==> config.mk <==
export PLATFORM = sky130hd
export DESIGN_NAME = lhr_ctrl
export DESIGN_NICKNAME = d
export VERILOG_FILES = /design/src/rtl/core/lhr_pkg.sv /design/src/rtl/core/lhr_ctrl.sv
export SDC_FILE = /design/constraint.sdc
export NUM_CORES = 1
export LEC_CHECK = 0
export ABC_AREA = 1
export BUFFER_PORTS_ARGS = -buffer_cell sky130_fd_sc_hd__buf_2
export CAP_MARGIN = 20
export CORE_MARGIN = 1
export CORE_UTILIZATION = 43
export DETAILED_ROUTE_END_ITERATION = 12
export GPL_TIMING_DRIVEN = 0
export PLACE_DENSITY = 0.83
export RECOVER_POWER = 100
export SYNTH_ARGS = -nofsm -noshare
export SYNTH_HDL_FRONTEND = slang
export SYNTH_SLANG_ARGS = --single-unit
==> constraint.sdc <==
create_clock -name clk -period 3.5 [get_ports clk]
set_input_delay 0.7 -clock clk [delete_from_list [all_inputs] [get_ports clk]]
set_output_delay 0.7 -clock clk [all_outputs]
set_load 0.005 [all_outputs]
==> src/rtl/core/lhr_pkg.sv <==
// Shared types and constants of the line history ring.
package lhr_pkg;

  localparam int LHR_ENTRIES  = 16;
  localparam int LHR_LINE_LEN = 63;
  localparam int LHR_CHAR_W   = 8;
  localparam int LHR_LIMIT_W  = 7;
  localparam logic [LHR_LIMIT_W-1:0] LHR_LIMIT_RST = 7'd64;

  typedef enum logic [1:0] {
    RQ_ADD    = 2'd0,
    RQ_PREV   = 2'd1,
    RQ_NEXT   = 2'd2,
    RQ_CURSOR = 2'd3
  } lhr_req_t;

  typedef enum logic [1:0] {
    ST_DONE    = 2'd0,
    ST_NONE    = 2'd1,
    ST_STORED  = 2'd2,
    ST_IGNORED = 2'd3
  } lhr_status_t;

  typedef enum logic [3:0] {
    S_IDLE,
    S_DEC,
    S_ADD_CMP,
    S_ADD_END,
    S_COPY,
    S_COPY_FIN,
    S_LEN,
    S_RD,
    S_PUT,
    S_RESP
  } lhr_state_t;

  typedef struct packed {
    logic        latch;
    logic        stg_wr;
    logic        stg_ovf;
    logic        cmp;
    logic        stg_clr;
    logic        cp_start;
    logic        cp_step;
    logic        commit;
    logic        brw_clr;
    logic        brw_set;
    logic        len_rd;
    logic        cut_ld;
    logic        chr_rd;
    logic        chr_adv;
    logic        out_ld;
    logic        out_chr;
    lhr_status_t out_st;
  } lhr_cmd_t;

  typedef struct packed {
    lhr_req_t req;
    logic     chv;
    logic     last;
    logic     stg_full;
    logic     stg_empty;
    logic     equal;
    logic     ring_empty;
    logic     prev_ok;
    logic     next_ok;
    logic     cp_last;
    logic     cut_zero;
    logic     chr_last;
    logic     out_free;
  } lhr_sts_t;

endpackage

==> src/rtl/core/lhr_ctrl.sv <==
// Controller state machine of the line history ring.
module lhr_ctrl import lhr_pkg::*; (
  input  logic     clk,
  input  logic     rst_n,
  input  logic     in_tvalid,
  output logic     in_tready,
  input  lhr_sts_t sts,
  output lhr_cmd_t cmd
);

  lhr_state_t  state_r;
  lhr_state_t  state_nxt;
  lhr_status_t resp_r;
  lhr_status_t resp_nxt;

  always_ff @(posedge clk) begin
    if (!rst_n) begin
      state_r <= S_IDLE;
      resp_r  <= ST_DONE;
    end else begin
      state_r <= state_nxt;
      resp_r  <= resp_nxt;
    end
  end

  always_comb begin
    cmd       = '0;
    state_nxt = state_r;
    resp_nxt  = resp_r;
    in_tready = (state_r == S_IDLE);
    case (state_r)
      S_IDLE: begin
        if (in_tvalid) begin
          cmd.latch = 1'b1;
          state_nxt = S_DEC;
        end
      end
      S_DEC: begin
        case (sts.req)
          RQ_ADD: begin
            if (sts.chv && !sts.stg_full) begin
              cmd.stg_wr = 1'b1;
              state_nxt  = S_ADD_CMP;
            end else begin
              cmd.stg_ovf = sts.chv;
              state_nxt   = sts.last ? S_ADD_END : S_IDLE;
            end
          end
          RQ_PREV: begin
            if (sts.ring_empty || !sts.prev_ok) begin
              resp_nxt  = ST_NONE;
              state_nxt = S_RESP;
            end else begin
              cmd.brw_set = 1'b1;
              cmd.len_rd  = 1'b1;
              state_nxt   = S_LEN;
            end
          end
          RQ_NEXT: begin
            if (sts.ring_empty) begin
              resp_nxt  = ST_NONE;
              state_nxt = S_RESP;
            end else if (!sts.next_ok) begin
              cmd.brw_clr = 1'b1;
              resp_nxt    = ST_DONE;
              state_nxt   = S_RESP;
            end else begin
              cmd.brw_set = 1'b1;
              cmd.len_rd  = 1'b1;
              state_nxt   = S_LEN;
            end
          end
          default: begin
            cmd.brw_clr = 1'b1;
            resp_nxt    = ST_DONE;
            state_nxt   = S_RESP;
          end
        endcase
      end
      S_ADD_CMP: begin
        cmd.cmp   = 1'b1;
        state_nxt = sts.last ? S_ADD_END : S_IDLE;
      end
      S_ADD_END: begin
        if (sts.stg_empty) begin
          cmd.stg_clr = 1'b1;
          resp_nxt    = ST_IGNORED;
          state_nxt   = S_RESP;
        end else if (sts.equal) begin
          cmd.stg_clr = 1'b1;
          cmd.brw_clr = 1'b1;
          resp_nxt    = ST_IGNORED;
          state_nxt   = S_RESP;
        end else begin
          cmd.cp_start = 1'b1;
          state_nxt    = S_COPY;
        end
      end
      S_COPY: begin
        cmd.cp_step = 1'b1;
        if (sts.cp_last) begin
          state_nxt = S_COPY_FIN;
        end
      end
      S_COPY_FIN: begin
        cmd.commit  = 1'b1;
        cmd.brw_clr = 1'b1;
        cmd.stg_clr = 1'b1;
        resp_nxt    = ST_STORED;
        state_nxt   = S_RESP;
      end
      S_LEN: begin
        cmd.cut_ld = 1'b1;
        if (sts.cut_zero) begin
          resp_nxt  = ST_DONE;
          state_nxt = S_RESP;
        end else begin
          state_nxt = S_RD;
        end
      end
      S_RD: begin
        cmd.chr_rd = 1'b1;
        state_nxt  = S_PUT;
      end
      S_PUT: begin
        if (sts.out_free) begin
          cmd.out_ld  = 1'b1;
          cmd.out_chr = 1'b1;
          cmd.out_st  = ST_DONE;
          cmd.chr_adv = 1'b1;
          state_nxt   = sts.chr_last ? S_IDLE : S_RD;
        end
      end
      S_RESP: begin
        if (sts.out_free) begin
          cmd.out_ld = 1'b1;
          cmd.out_st = resp_r;
          state_nxt  = S_IDLE;
        end
      end
      default: begin
        state_nxt = S_IDLE;
      end
    endcase
  end

endmodule

== Word-level counts from Yosys, hierarchy flattened ==
Index checks and enable logic that the tools add are counted.
Cells by class
  add/sub/neg operators: 0
  multiply operators: 0
  divide/modulo/power cells: 0
  $lt $le $gt $ge: 0
  eq/ne operators: 20
  shifts and indexed selects: 0
  multiplexer cells: 56
  bitwise logic cells: 0
  reductions and logical operators: 10
Operators with widths (number)
  $mux 4: 10
  $pmux 4 s10: 1
  $mux 2: 14
  $mux 1: 19
  $eq 4x3->1 const B: 4
  $ne 2x2->1 const B: 6
  $pmux 4 s3: 1
  $eq 4x2->1 const B: 2
  $eq 4x4->1 const B: 2
  $pmux 2 s2: 2
  $pmux 2 s4: 1
  $mux 3: 2
  $ne 3x3->1 const B: 2
  $pmux 1 s2: 3
  $pmux 2 s3: 1
  $reduce_and 6->1: 1
  $mux 5: 1
  $eq 4x1->1 const B: 1
  $logic_not 4->1: 1
  $ne 4x4->1 const B: 1
  $reduce_and 4->1: 1
  $reduce_bool 4->1: 1
  $pmux 1 s3: 1
  $eq 2x1->1 const B: 1
  other kinds (6): 7
Storage, ports and cells
  register bits: 6
  bits in latches: 0
  RAM bits: 0
  memory bits (read-only): 0
  logic and storage cells: 88
  memories: 0

== Logic depth before layout (Yosys ltp) ==
  word-level depth: 5
  gate-level depth with buffers: 10
  mapped depth without buffers: 10

== Worst setup path before layout ==
No wires, ideal clock.
  path type: input to output
  start point: input sts[12] (netlist name)
  end point: output cmd[8] (netlist name)
  arrival: 1.561 ns
  path slack: 1.239 ns
  stages on the path: 7
  path buffers: 1
  path through: inv_1 > ha_1 > nand2_1 > a21oi_1 > nand2_1 > nor2_1 > buf_4
RTL lines
  start, declared: RTL line lhr_ctrl.sv:7  | input lhr_sts_t sts,
  end, declared: RTL line lhr_ctrl.sv:8  | output lhr_cmd_t cmd

==> out/metrics.yaml <==
hold_violations: 0
ant_nets: 0
fin_crit_ps: 2570
grt_max_degree: 9
cts.path.max_buffers: 2
overflow: 0
syn_area_um2: 777
yosys-top-cells-area: "nand2_1, dfxtp_1, inv_1"
insertion_delay_ps: 240
required_ps: 2800
synthDistinctLibCells: 23
path_delay_family: "buffers and inverters"
rsz0062_at_grt: "no"
dr.pass1.iters: 4
htreeDepth: 1
cts_hold_buf: 0
drc_errors: 0
yosysMostFrequentCell: "nand2_1"
synth_area_leader_cell: "nand2_1"
clock-sinks: 6
place_hpwl_um: 1710
post_drt_wl_per_cell_um: 9.64
slew_headroom: 0.780
leakagePower_uw: 0.000612
yosys-top-cells-count: "nand2_1, inv_1, nor2_1"
cts_tree: "built"
crit_path_end_kind: "primary output"
initial_utilization: 0.487
slew_viol_final: 0
worst_slew_pin_slew_ps: 331
finalCritPeriodShare: 0.734
r2r_setup_slack_ps: 1930
multi_input_area_um2: 505
crit_fanout: 4
power_uw: 342
vias: 1010
die_h_um: 44.5
syn_inst: 144
die-area_um2: 1980
cp.arrival_ps: 1870
dr.first_iter.drc_count: 27
routed_via_density: 4.90
antenna_cells: 0
crit_slowest_cell: "a21oi_1"
critPathBufInv: 4
outcome: "finished, final reports clean"
max_stage_delay_ps: 250
syn_to_final_growth_pct: 25.0
yosys_warnings: 0
worstSetupStartpoint: "sts[12]"
path_class: "in -> out"
seq_area_um2: 120
rr_startpoint: "state_r[1]"
cp_cell_sequence: "clkbuf_1 > inv_1 > ha_1 > nand2_1 > a21oi_1 > nand2_1 > nor2_1 > buf_4 > buf_2"
avgSynthCellArea_um2: 5.40
routed_wirelength_um: 1990
grtUsageTotal: 0.223
setup_violations: 0
cts_root_buf: "clkbuf_4"
grt_pass1_vias: 856
post-cts-setup-buffers: 0
synth_edf_count: 0
grt_pass1_wl_um: 3370
io_pins: 36
fp.coreArea_um2: 1590
clk_pin_slew_ps: 40
placementRows: 14
layout.nets: 205
fillers: 176
place_congestion: 0.894
fin_setup_tns_ps: 0
die_width_um: 44.5
vdd_drop_max_v: 0.000313
numCtsBuffers: 3
max_freq_mhz: 389
path_common_cell: "nand2_1"
synth_seq_cells: 6
synth_top_area_share: 0.198
synth_seq_area_share: 0.155
min-delay-start: "resp_r[1]"
synthFlopType: "dfxtp_1"
io_buffers: 35
pwr_density_cell_nw_per_um2: 353
fin_util: 0.609
cp-start-kind: "primary input"
synth_nets: 165
fin_skew_ps: 4.97
antenna_found_initial: 0
maxCapViolations: 0
hold_class: "reg -> reg"
drive_gt1_frac: 0.214
ctsResizeCount: 0
ys_async_sr_fraction: 0
==> power breakdown <==
part	internal [uW]	switching [uW]
Sequential	83.2	12.1
Combinational	67.7	116
Clock	38.7	24.2
==> path summary, 6_finish.rpt <==
| path | endpoint | cells after the start |
|---|---|---|
| worst max register to register | resp_r[0] | 8 |
| worst min-delay path | resp_r[1] | 4 |
| worst min register to register | resp_r[1] | 4 |
| worst max-delay path | cmd[8] | 9 |
==> state kept, by name, summed over array words and instances, names as in the netlist <==
signal   flops
state_r      4
resp_r       2
==> metrics by stage <==
step	setup WS, ps	std cells	hold WS, ps	area (um^2)
2_1_floorplan	1240	144	496	777
3_3_place_gp	978	203	518	982
3_5_place_dp	957	203	531	982
4_1_cts	955	206	535	1000
5_1_grt	737	206	556	971
6_report	931	206	535	971
==> final cells by class <==
type,instances,area share
Buffer,3,0.0193
Clock buffer,3,0.0232
Inverter,30,0.116
Multi-Input combinational cell,105,0.521
Sequential cell,6,0.124
Tap cell,24,0.0309
Timing Repair Buffer,35,0.166
==> kinds of logic (layout without fill, tap and decap cells) <==
| kind of cell | Yosys count | in the layout | synth area share |
|---|---|---|---|
| flops | 6 | 6 | 0.155 |
| simple gates | 89 | 89 | 0.512 |
| compound gates | 12 | 12 | 0.0902 |
| buf+inv | 33 | 71 | 0.179 |
| fa+ha+maj | 4 | 4 | 0.0644 |
==> layout by cell type, fill, tap and decap left out, types with 3 or more instances in the layout <==
master	netlist	routed
nor3_1	4	4
ha_1	4	4
clkbuf_1	0	12
clkbuf_2	0	3
nor2_2	4	3
nand3_1	5	5
inv_1	26	27
buf_2	0	21
nor2_1	24	26
clkbuf_4	0	3
dfxtp_1	6	6
inv_2	4	3
o21ai_0	5	5
nand2_1	41	42
a21oi_1	4	4
==> routing by layer <==
layer / global-route usage / part of all wire
met2: 0.394 / 0.48
met3: 0.0163 / 0.075
met1: 0.292 / 0.44
met4: 0.0545 / 0
met5: 0 / 0
==> worst min-delay path: cells and delay by family, from the launching register on <==
| kind | cells | cell delay [ps] |
|---|---|---|
| AND/OR/NAND/NOR | 3 | 130 |
| buffers and inverters | 1 | 70 |
| flip-flops | 1 | 290 |
(Power assumes the default switching activity.)
